**src/sv/spuf_pkg.sv**
```systemverilog
package spuf_pkg;

	localparam int CNT_W  = 17;
	localparam int HLEN_W = 16;

	localparam logic [CNT_W-1:0] COUNT_MAX    = 17'h1_FFFF;
	localparam logic [CNT_W-1:0] POS_VERSION  = 17'd0;
	localparam logic [CNT_W-1:0] POS_SIG_TYPE = 17'd1;
	localparam logic [CNT_W-1:0] POS_HLEN_HI  = 17'd4;
	localparam logic [CNT_W-1:0] POS_HLEN_LO  = 17'd5;
	localparam logic [CNT_W:0]   HEADER_BYTES = 18'd6;

	localparam logic [7:0] VERSION_4        = 8'd4;
	localparam logic [7:0] VERSION_5        = 8'd5;
	localparam logic [7:0] SIG_TYPE_MIN     = 8'h10;
	localparam logic [7:0] SIG_TYPE_MAX     = 8'h13;
	localparam logic [7:0] LEN_TWO_BYTE     = 8'd192;
	localparam logic [7:0] LEN_FIVE_BYTE    = 8'd255;
	localparam logic [7:0] TYPE_MASK        = 8'h7f;
	localparam logic [7:0] PRIMARY_UID_TYPE = 8'd25;

	typedef enum logic [2:0] {
		PH_HEADER,
		PH_LEN1,
		PH_LEN2,
		PH_LEN4,
		PH_TYPE,
		PH_VALUE,
		PH_SKIP
	} phase_t;

	typedef struct packed {
		logic [7:0] data_byte;
		logic       last_byte;
	} in_word_t;

	typedef struct packed {
		logic is_primary;
		logic header_ok;
	} out_word_t;

endpackage

```
**src/sv/sig_primary_uid_flag_scan.sv**
```systemverilog
// Primary user id flag scan over one signature packet.
// Input channel item/item_valid/item_ready carries one packet byte per word,
// with last_byte set on the final byte of the packet.
// Output channel result/result_valid/result_ready carries one word per
// packet: header_ok (version, signature type and hashed length checks) and
// is_primary (header_ok set and a primary user id subpacket with a non-zero value was found).
// Words without last_byte produce no result.
// Throughput: one byte per cycle unless a last byte waits for a pending result;
// each byte updates the parser state at the clock edge where it leaves the
// input register, and at that edge a last byte also loads the result register.
// Reset clears the parser to the header phase and empties both registers;
// after each last byte the parser returns to that state on its own.
// While result_ready is low, bytes that carry no result keep flowing; a last
// byte waits in the input register until the pending result is taken, and
// item_ready drops behind it.
module sig_primary_uid_flag_scan
	import spuf_pkg::*;
(
	input  logic      clk,
	input  logic      arst_n,
	input  in_word_t  item,
	input  logic      item_valid,
	output logic      item_ready,
	output out_word_t result,
	output logic      result_valid,
	input  logic      result_ready
);

	in_word_t  item_s1;
	logic      valid_s1;
	logic      advance;
	out_word_t core_result;
	out_word_t result_q;
	logic      result_valid_q;

	assign advance = valid_s1
		&& (!item_s1.last_byte || !result_valid_q || result_ready);
	assign item_ready   = !valid_s1 || advance;
	assign result       = result_q;
	assign result_valid = result_valid_q;

	spuf_core u_core (
		.clk    (clk),
		.arst_n (arst_n),
		.step   (advance),
		.word   (item_s1),
		.result (core_result)
	);

	always_ff @(posedge clk or negedge arst_n) begin
		if (!arst_n) begin
			valid_s1 <= 1'b0;
		end else if (item_valid && item_ready) begin
			valid_s1 <= 1'b1;
		end else if (advance) begin
			valid_s1 <= 1'b0;
		end
	end

	always_ff @(posedge clk) begin
		if (item_valid && item_ready) begin
			item_s1 <= item;
		end
	end

	always_ff @(posedge clk or negedge arst_n) begin
		if (!arst_n) begin
			result_valid_q <= 1'b0;
		end else if (advance && item_s1.last_byte) begin
			result_valid_q <= 1'b1;
		end else if (result_ready) begin
			result_valid_q <= 1'b0;
		end
	end

	always_ff @(posedge clk) begin
		if (advance && item_s1.last_byte) begin
			result_q <= core_result;
		end
	end

endmodule

```
**src/sv/spuf_core.sv**
```systemverilog
module spuf_core
	import spuf_pkg::*;
(
	input  logic      clk,
	input  logic      arst_n,
	input  logic      step,
	input  in_word_t  word,
	output out_word_t result
);

	logic [CNT_W-1:0]  byte_count_q, byte_count_d;
	logic              header_valid_q, header_valid_d;
	logic [HLEN_W-1:0] hashed_length_q, hashed_length_d;
	phase_t            phase_q, phase_d;
	logic [HLEN_W-1:0] area_offset_q, area_offset_d;
	logic [HLEN_W-1:0] sub_remaining_q, sub_remaining_d;
	logic              len_big_q, len_big_d;
	logic [1:0]        length_shift_q, length_shift_d;
	logic              type_matched_q, type_matched_d;
	logic              found_q, found_d;
	logic              stopped_q, stopped_d;

	logic [7:0]        b;
	logic [HLEN_W-1:0] off_inc;
	logic [HLEN_W-1:0] limit;
	logic [HLEN_W-1:0] sr_dec;
	logic [HLEN_W-1:0] plen;
	logic              plen_big;
	logic              do_check;
	logic [7:0]        b_minus;
	logic [CNT_W:0]    total;
	logic              ok;

	always_comb begin
		b        = word.data_byte;
		off_inc  = area_offset_q + 16'd1;
		limit    = hashed_length_q - off_inc;
		sr_dec   = sub_remaining_q - 16'd1;
		b_minus  = b - LEN_TWO_BYTE;
		plen     = '0;
		plen_big = 1'b0;
		do_check = 1'b0;

		byte_count_d    = byte_count_q;
		header_valid_d  = header_valid_q;
		hashed_length_d = hashed_length_q;
		phase_d         = phase_q;
		area_offset_d   = area_offset_q;
		sub_remaining_d = sub_remaining_q;
		len_big_d       = len_big_q;
		length_shift_d  = length_shift_q;
		type_matched_d  = type_matched_q;
		found_d         = found_q;
		stopped_d       = stopped_q;

		if (phase_q == PH_HEADER) begin
			unique case (byte_count_q)
				POS_VERSION: begin
					header_valid_d = (b == VERSION_4) || (b == VERSION_5);
				end
				POS_SIG_TYPE: begin
					header_valid_d = header_valid_q && (b >= SIG_TYPE_MIN)
						&& (b <= SIG_TYPE_MAX);
				end
				POS_HLEN_HI: begin
					hashed_length_d = {b, 8'h00};
				end
				POS_HLEN_LO: begin
					hashed_length_d = {hashed_length_q[15:8], b};
					phase_d         = PH_LEN1;
				end
				default: begin
				end
			endcase
		end else if (!stopped_q) begin
			unique case (phase_q)
				PH_LEN1: begin
					if ({1'b0, area_offset_q} + 17'd2 >= {1'b0, hashed_length_q}) begin
						stopped_d = 1'b1;
					end else begin
						area_offset_d = off_inc;
						if (b < LEN_TWO_BYTE) begin
							plen     = {8'h00, b};
							do_check = 1'b1;
						end else if (b < LEN_FIVE_BYTE) begin
							sub_remaining_d = {b_minus, 8'h00};
							phase_d         = PH_LEN2;
						end else if ({1'b0, off_inc} + 17'd4 > {1'b0, hashed_length_q}) begin
							stopped_d = 1'b1;
						end else begin
							sub_remaining_d = '0;
							len_big_d       = 1'b0;
							length_shift_d  = '0;
							phase_d         = PH_LEN4;
						end
					end
				end
				PH_LEN2: begin
					area_offset_d = off_inc;
					plen          = sub_remaining_q + {8'h00, b} + {8'h00, LEN_TWO_BYTE};
					do_check      = 1'b1;
				end
				PH_LEN4: begin
					area_offset_d   = off_inc;
					len_big_d       = len_big_q || (sub_remaining_q[15:8] != 8'h00);
					sub_remaining_d = {sub_remaining_q[7:0], b};
					length_shift_d  = length_shift_q + 2'd1;
					if (length_shift_q == 2'd3) begin
						plen     = {sub_remaining_q[7:0], b};
						plen_big = len_big_d;
						do_check = 1'b1;
					end
				end
				PH_TYPE: begin
					area_offset_d   = off_inc;
					type_matched_d  = (b & TYPE_MASK) == PRIMARY_UID_TYPE;
					sub_remaining_d = sr_dec;
					phase_d         = (sr_dec == '0) ? PH_LEN1 : PH_VALUE;
				end
				PH_VALUE: begin
					area_offset_d = off_inc;
					if (type_matched_q && (b != 8'h00)) begin
						found_d   = 1'b1;
						stopped_d = 1'b1;
					end else begin
						sub_remaining_d = sr_dec;
						phase_d         = (sr_dec == '0) ? PH_LEN1 : PH_SKIP;
					end
				end
				PH_SKIP: begin
					area_offset_d   = off_inc;
					sub_remaining_d = sr_dec;
					if (sr_dec == '0) begin
						phase_d = PH_LEN1;
					end
				end
				default: begin
				end
			endcase

			if (do_check) begin
				if (plen_big || (plen == '0) || (plen > limit)) begin
					stopped_d = 1'b1;
				end else begin
					sub_remaining_d = plen;
					phase_d         = PH_TYPE;
				end
			end
		end

		total = {1'b0, byte_count_q} + 18'd1;
		if (byte_count_q != COUNT_MAX) begin
			byte_count_d = byte_count_q + 17'd1;
		end

		ok = (total >= HEADER_BYTES) && header_valid_d
			&& ({2'b00, hashed_length_d} + HEADER_BYTES <= total);
		result.header_ok  = ok;
		result.is_primary = ok && found_d;

		if (word.last_byte) begin
			byte_count_d    = '0;
			header_valid_d  = 1'b0;
			hashed_length_d = '0;
			phase_d         = PH_HEADER;
			area_offset_d   = '0;
			sub_remaining_d = '0;
			len_big_d       = 1'b0;
			length_shift_d  = '0;
			type_matched_d  = 1'b0;
			found_d         = 1'b0;
			stopped_d       = 1'b0;
		end
	end

	always_ff @(posedge clk or negedge arst_n) begin
		if (!arst_n) begin
			byte_count_q    <= '0;
			header_valid_q  <= 1'b0;
			hashed_length_q <= '0;
			phase_q         <= PH_HEADER;
			area_offset_q   <= '0;
			sub_remaining_q <= '0;
			len_big_q       <= 1'b0;
			length_shift_q  <= '0;
			type_matched_q  <= 1'b0;
			found_q         <= 1'b0;
			stopped_q       <= 1'b0;
		end else if (step) begin
			byte_count_q    <= byte_count_d;
			header_valid_q  <= header_valid_d;
			hashed_length_q <= hashed_length_d;
			phase_q         <= phase_d;
			area_offset_q   <= area_offset_d;
			sub_remaining_q <= sub_remaining_d;
			len_big_q       <= len_big_d;
			length_shift_q  <= length_shift_d;
			type_matched_q  <= type_matched_d;
			found_q         <= found_d;
			stopped_q       <= stopped_d;
		end
	end

endmodule

```
**config.mk**
```make
export PLATFORM = sky130hd
export DESIGN_NAME = sig_primary_uid_flag_scan
export DESIGN_NICKNAME = d
export VERILOG_FILES = /design/src/sv/spuf_pkg.sv /design/src/sv/sig_primary_uid_flag_scan.sv /design/src/sv/spuf_core.sv
export SDC_FILE = /design/constraint.sdc
export NUM_CORES = 1
export LEC_CHECK = 0
export BUFFER_PORTS_ARGS = -buffer_cell sky130_fd_sc_hd__buf_4
export CAP_MARGIN = 20
export CORE_ASPECT_RATIO = 1.1
export CORE_MARGIN = 4
export CORE_UTILIZATION = 39
export DETAILED_ROUTE_END_ITERATION = 10
export GPL_TIMING_DRIVEN = 0
export PLACE_DENSITY = 0.62
export SETUP_SLACK_MARGIN = 0.5
export SLEW_MARGIN = 20
export SYNTH_ARGS = -nofsm -noshare
export SYNTH_HDL_FRONTEND = slang
export SYNTH_SLANG_ARGS = --single-unit
```
**constraint.sdc**
```tcl
create_clock -name clk -period 6.35 [get_ports clk]
set_input_delay 1.27 -clock clk [delete_from_list [all_inputs] [get_ports clk]]
set_output_delay 1.27 -clock clk [all_outputs]
set_load 0.02 [all_outputs]
```
==> metrics.yaml, run 1 <==
layout_worst_path_cycle_share_pct: 87.46
utilization_pct: 44.06
detail_route.vias_per_cell: 6.187
synth_top_family_by_area: "compound AO/OA/AOI/OAI gates"
netlist_top_cells_area: "dfrtp_1 20%, ha_1 14%, nand2_1 4.9%, o21ai_0 4.8%, xnor2_1 4.2%"
total_leakage_power_nw: 4.608
synth-simple-area-share_pct: 23.74
netlist-cell-type-count: 85
skew_ps: 26.44
grt_overflow: 0
muxShareOfSynthArea_pct: 0.7479
synth-compound-area-share_pct: 24.62
clock_path_buffers: 2
synth.top_cells.by_count: "130 x nand2_1, 111 x ha_1, 94 x o21ai_0, 91 x nor2_1, 77 x dfrtp_1"
core_box_area_um2: 24700
synth.cell_area_um2: 9871
final.setup.tns_ps: 0
io_buffer_count: 16
tritoncts.num_buffers: 9
run_status: "complete, no violations"
dieWidth_um: 159.7
timing_hold_violations_final: 0
rsz0062_at_grt: "no"
layout-drive-gt1-share_pct: 9.251
worst_ep_required_time_ps: 6570
synth.yosys.warnings: 0
hp-start: "u_core.header_valid_q"
drc_errors: 0
worst_slew_pin_tran_ps: 1003
clkLatencyLatePin_ps: 370
grt.total_usage_pct: 23.72
vias: 10011
synth-xor-area-share_pct: 7.542
timing.critical_path.arrival_ps: 5770
maxSlewHeadroom_pct: 32.64
cts.htree.levels: 3
detail_route.first_pass.iterations: 7
async_reset_ff_share_pct: 87.50
count_leader_synth: "nand2_1"
instances_no_fill: 1618
r2r_start: "u_core.area_offset_q[4]"
max_freq_mhz: 180.1
die_y_um: 174.9
total_nets_final: 1429
detailedRoute.firstIterationViolations: 968
cts_tree: "done"
dp.final_hpwl_um: 26150
postSynthNetCount: 1393
endpoint_kind: "register"
final_critical_path_setup_slack_ps: 796.1
min_path_type: "reg2reg"
synthDominantAreaCellType: "dfrtp_1"
synth-edff-count: 11
io_pins: 17
finalPower_w: 0.004156
starting_utilization_of_the_core_area_pct: 39.96
cellPowerDensity_nw_per_um2: 381.9
irDropWorstVdd_uv: 186.4
dp_worst_setup_slack_ps: -93.08
layout.filler_cells: 2494
antenna-diode-count: 0
synthesis.instances: 1267
synth-adder-area-share_pct: 14.48
crit_path_start_kind: "register"
critical_path.startpoint: "u_core.area_offset_q[4]"
numPlacedInstances: 1593
flow.area_growth_from_synthesis_pct: 10.24
wl_um: 33640
ys_seq_area_share_pct: 22.87
design.die.area_um2: 27920
ys_ff_latch: 88
drv_cap: 0
worst-path-max-fanout: 10
yosysTopAreaCellShare_pct: 19.52
timing_max_transition_violations_final: 0
row_count: 60
grt_pass1_vias: 9536
finalSetupViolCount: 0
pin_count_of_the_biggest_net_entering_global_routing: 78
clk_transition_reported_paths_ps: 90
number_of_nets_still_failing_antenna_checks_after_routing: 0
route.detailed.wl_per_inst_um: 20.79
clock-sinks: 88
grt_first_pass_wirelength_um: 53410
antenna_found_initial: 0
crit_type: "reg2reg"
clock_tree.root_cell: "clkbuf_16"
globalplace.congestion: 1.006
syn_avg_cell_area_um2: 7.791
ys.flop_type: "dfrtp_1"
fin_crit_ps: 5554
==> cell families (layout without fill, tap and decap cells) <==
family / count (synthesis) / after routing
flops: 88 / 88
fa+ha+maj: 113 / 113
buf+inv: 144 / 185
mux: 7 / 7
compound gates: 364 / 364
xor+xnor: 85 / 85
simple gates: 466 / 466
==> path summary, 6_finish.rpt <==
kind                       slack [ps]                         to  cells after the start
setup / recovery                  800  u_core.sub_remaining_q[6]                     27
hold reg to reg                   500      u_core.header_valid_q                      2
hold / removal                    500      u_core.header_valid_q                      2
min in group asynchronous         920  u_core.sub_remaining_q[3]                      1
max in group asynchronous        4760    u_core.area_offset_q[0]                      1
setup reg to reg                  800  u_core.sub_remaining_q[6]                     27
==> cell type report <==
type | count | area (µm²) | area share, %
multi-input cells | 1035 | 7134 | 65.56
flip-flops and latches | 88 | 2260 | 20.77
well taps | 310 | 387.9 | 3.564
plain buffers | 75 | 350.3 | 3.219
inverters | 69 | 259.0 | 2.380
clock buffers | 9 | 225.2 | 2.070
repair buffers | 25 | 191.4 | 1.759
clock inverters | 7 | 73.82 | 0.6784
==> worst max-delay path, cell delays in order (launching register included) <==
cell and delay, ps:
dfrtp_1 330, clkbuf_4 200, nand4_1 270, buf_4 240, buf_4 130, nor3_2 140
xor2_1 100, ha_1 290, and4_1 230, nand4_1 140, buf_4 170, o221ai_2 230
nor4_4 60, buf_4 180, a31o_2 330, a22o_1 330, ha_1 340, nor2b_1 130
o21ai_0 150, a21o_1 140, a21oi_1 70, o221ai_2 260, o211a_4 230, o31ai_4 80
buf_6 180, buf_12 160, o2111ai_1 130, o211ai_1 140
==> layout by cell type, fill, tap and decap left out, types with 10 or more instances in the layout <==
cell and instances:
buf_4 25, nor4_1 13, and2_1 13, a21o_1 22
a22oi_1 17, clkbuf_1 50, o211ai_1 10, nor2_1 88
ha_1 111, dfrtp_1 75, or3_1 16, nand2b_1 11
nor3_1 31, o31ai_1 17, xnor2_1 46, o22ai_1 18
nand2_1 130, a21oi_1 68, inv_1 68, and3_1 21
edfxtp_1 11, a22o_1 10, nand3_1 60, nand4_1 20
o21ai_0 90, xor2_1 37
==> per-layer routing <==
metal  vias up  global-route usage, %  share of wire, %
met1      4787                  30.71                42
met2       397                  39.51                47
li1       4732                      -                 -
met4         0                  9.403               4.2
met3        95                  3.940               6.8
met5         -                      0                 0
==> sequential cells by signal, summed over array words and instances (netlist names) <==
name,flops
u_core.type_matched_q,1
u_core.area_offset_q,16
item_s1,9
u_core.sub_remaining_q,16
u_core.hashed_length_q,16
u_core.byte_count_q,17
result,2
u_core.found_q,1
u_core.length_shift_q,2
u_core.header_valid_q,1
result_valid,1
u_core.len_big_q,1
u_core.phase_q,3
u_core.stopped_q,1
valid_s1,1
==> power by group <==
part / switching [W] / leakage [nW] / internal [W] / total (W)
clock network: 0.000292 / 0.147 / 0.000279 / 0.000572
registers: 0.000101 / 1.16 / 0.000652 / 0.000752
logic: 0.00179 / 3.30 / 0.00104 / 0.00283
total: 0.00218 / 4.61 / 0.00197 / 0.00416
==> timing repair <==
action,CTS,global route
setup endpoints to repair,20,21
setup buffers,2,7
hold endpoints to repair,0,0
gates resized for setup,6,37
hold buffers,0,0
pin swaps,1,9
==> per-stage QoR <==
step           hold WS (ps)  instance area (µm²)
5_1_grt               529.3                10880
4_1_cts               499.3                10720
6_report              500.7                10880
2_1_floorplan         443.6                 9871
3_3_place_gp          460.1                10380
3_5_place_dp          477.4                10380
Note: power is estimated with default switching activity, not from simulation.
==> inputs of run 2 (changes only) <==
--- a/config.mk
+++ b/config.mk
@@ -13,6 +13,7 @@
 export DETAILED_ROUTE_END_ITERATION = 10
 export GPL_TIMING_DRIVEN = 0
 export PLACE_DENSITY = 0.62
+export RECOVER_POWER = 25
 export SETUP_SLACK_MARGIN = 0.5
 export SLEW_MARGIN = 20
 export SYNTH_ARGS = -nofsm -noshare
==> run 2 against run 1 <==
  * Setup slack got worse by 25 ps
  * Cell count did not move
  * Clock power barely moved
  * Via count fell by 0.61%
==> metrics.yaml, run 2 (synthesis gave the netlist of run 1 again) <==
run_status: "complete, no violations"  # unchanged
worstRegToRegCells: 27  # unchanged
fin_crit_ps: 5578  # was 5554 ps
globalplace.congestion: 1.006  # unchanged
critical_path.startpoint: "u_core.area_offset_q[4]"  # unchanged
worst-path-max-fanout: 10  # unchanged
clock_tree.root_cell: "clkbuf_16"  # unchanged
flow.area_growth_from_synthesis_pct: 10.24  # unchanged
design.die.area_um2: 27920  # unchanged
p_clk_share_pct: 13.8  # about the same
detailedRoute.firstIterationViolations: 982  # was 968
min_delay_worst_endpoint: "u_core.header_valid_q"  # unchanged
pwr-share-comb_pct: 68.1  # about the same
starting_utilization_of_the_core_area_pct: 39.96  # unchanged
net-switching-power_w: 0.002172  # was 0.002181 W
largest_register_ffs: 17  # unchanged
total_leakage_power_nw: 4.607  # was 4.608 nW
layout.cells.most_common: "nand2_1"  # unchanged
row_count: 60  # unchanged
maxSlewHeadroom_pct: 27.89  # was 32.64%
io_pins: 17  # unchanged
clkLatencyLatePin_ps: 370  # about the same
crit_path_start_kind: "register"  # unchanged
p_seq_share_pct: 18.2  # was 18.1%
reg2reg_to: "u_core.sub_remaining_q[6]"  # unchanged
most-common-layout-cells: "130 x nand2_1, 111 x ha_1, 90 x o21ai_0, 88 x nor2_1, 75 x dfrtp_1"  # unchanged
grt_pass1_vias: 9536  # unchanged
critical-path-top-cell-by-count: "buf_4"  # unchanged
r2r_start: "u_core.area_offset_q[4]"  # unchanged
io_buffer_count: 16  # unchanged
critical_path.slowest_cell: "ha_1"  # unchanged
dp_worst_setup_slack_ps: -93.08  # unchanged
swShare_pct: 52.39  # was 52.49%
critical_path.n_buffers_inverters: 7  # unchanged
grt_overflow: 0  # unchanged
timing_hold_violations_final: 0  # unchanged
pin_count_of_the_biggest_net_entering_global_routing: 78  # unchanged
drc_errors: 0  # unchanged
cts_tree: "done"  # unchanged
dp.final_hpwl_um: 26150  # unchanged
final_critical_path_setup_slack_ps: 771.6  # was 796.1 ps
p_int_w: 0.001974  # about the same
layout_worst_path_cycle_share_pct: 87.85  # was 87.46%
crit_type: "reg2reg"  # unchanged
vias: 9950  # was 10011
endpoint_kind: "register"  # unchanged
rsz0062_at_grt: "no"  # unchanged
total_nets_final: 1429  # unchanged
clk_transition_reported_paths_ps: 90  # about the same
layout-drive-gt1-share_pct: 9.251  # unchanged
clock_path_buffers: 2  # unchanged
tritoncts.num_buffers: 9  # unchanged
die_y_um: 174.9  # unchanged
detail_route.vias_per_cell: 6.150  # was 6.187
largest-register: "u_core.byte_count_q"  # unchanged
route.detailed.wl_per_inst_um: 20.74  # was 20.79 µm
cts.htree.levels: 3  # unchanged
number_of_nets_still_failing_antenna_checks_after_routing: 0  # unchanged
detail_route.first_pass.iterations: 6  # was 7
utilization_pct: 44.06  # unchanged
finalSetupViolCount: 0  # unchanged
grt_first_pass_wirelength_um: 53410  # unchanged
clock-sinks: 88  # unchanged
timing_max_transition_violations_final: 0  # unchanged
critical-path-max-stage-delay_ps: 340  # about the same
dieWidth_um: 159.7  # unchanged
timing.hold.ws_ps: 500.4  # was 500.7 ps
antenna_found_initial: 0  # unchanged
cts_hold_buffers: 0  # unchanged
grt.total_usage_pct: 23.72  # unchanged
worst_path_dominant_cell_family: "compound AO/OA/AOI/OAI gates"  # unchanged
skew_ps: 26.17  # was 26.44 ps
worst_slew_pin_tran_ps: 1073  # was 1003 ps
hp-start: "u_core.header_valid_q"  # unchanged
hold-path-cell-count: 2  # unchanged
min_path_type: "reg2reg"  # unchanged
irDropWorstVdd_uv: 186.0  # was 186.4 µV
core_box_area_um2: 24700  # unchanged
cellPowerDensity_nw_per_um2: 381.0  # was 381.9 nW/µm²
wl_um: 33560  # was 33640 µm
max_freq_mhz: 179.3  # was 180.1 MHz
worst_ep_required_time_ps: 6570  # about the same
timing.critical_path.arrival_ps: 5800  # was 5770 ps
reg2reg_slack_ps: 770  # was 800 ps
drv_cap: 0  # unchanged
antenna-diode-count: 0  # unchanged
-- run 2: changes by cell type in the layout (fill, tap and decap cells not counted) --
cell and change:
buf_4 -9, clkbuf_4 +9
-- run 2: power groups by stage --
| stage | combinational (W) | sequential [W] | clock (W) |
|---|---|---|---|
| after floorplan | 0.00193 | 0.000719 | 0 |
| after global placement | 0.00264 | 0.000761 | 0 |
| after detailed placement | 0.00266 | 0.000760 | 0 |
| after CTS | 0.00272 | 0.000749 | 0.000583 |
| after global routing | 0.00309 | 0.000762 | 0.000604 |
| final | 0.00282 | 0.000753 | 0.000571 |
-- run 2: worst max-delay path by stage --
stage                                       to  slack (ps)  cells after the start
floorplan           u_core.sub_remaining_q[15]        1440                     22
global placement     u_core.sub_remaining_q[2]         -80                     22
detailed placement   u_core.sub_remaining_q[2]         -90                     22
CTS                  u_core.sub_remaining_q[2]         590                     23
global route         u_core.sub_remaining_q[6]         490                     28
finish               u_core.sub_remaining_q[6]         770                     27
-- run 2: timing repair --
item / 4_1_cts / 5_1_grt
gates resized for setup: 6 / 37
setup buffers: 2 / 7
cloned: 0 / 0
endpoints found under the setup margin: 20 / 21
pin swaps: 1 / 9
endpoints found under the hold margin: 0 / 0
-- run 2: area by class of cell --
type                            count  area [µm²]
Fill cell                        2494       13820
Buffer                             75       350.3
Tap cell                          310       387.9
Sequential cell                    88        2260
Multi-Input combinational cell   1035        7134
Clock inverter                      7       73.82
Inverter                           69       259.0
Timing Repair Buffer               25       191.4
Clock buffer                        9       225.2
-- run 2: worst reg2reg max path: cells and delay by family, from the launching register on --
kind,cells,cell delay (ps)
DFF,1,330
adders and majority gates,2,630
and+or+nand+nor,6,980
buffers and inverters,7,1260
xor gates and xnor gates,1,100
AOI/OAI and AO/OA,11,2130
-- run 2: routing by layer --
layer | vias to the layer above | routed length (µm) | GRT usage [%]
li1 | 4729 | - | -
met1 | 4766 | 14280 | 30.71
met2 | 360 | 15680 | 39.51
met3 | 95 | 2180 | 3.940
met4 | 0 | 1418 | 9.403
met5 | - | 0 | 0
-- run 2: metrics by stage --
stage / power, W / area [µm²] / setup TNS, ps / cells
floorplan: 0.002651 / 9871 / 0 / 1267
global placement: 0.003405 / 10380 / -169.0 / 1593
detailed placement: 0.003418 / 10380 / -207.0 / 1593
CTS: 0.004053 / 10720 / 0 / 1611
global route: 0.004457 / 10880 / 0 / 1618
finish: 0.004146 / 10880 / 0 / 1618
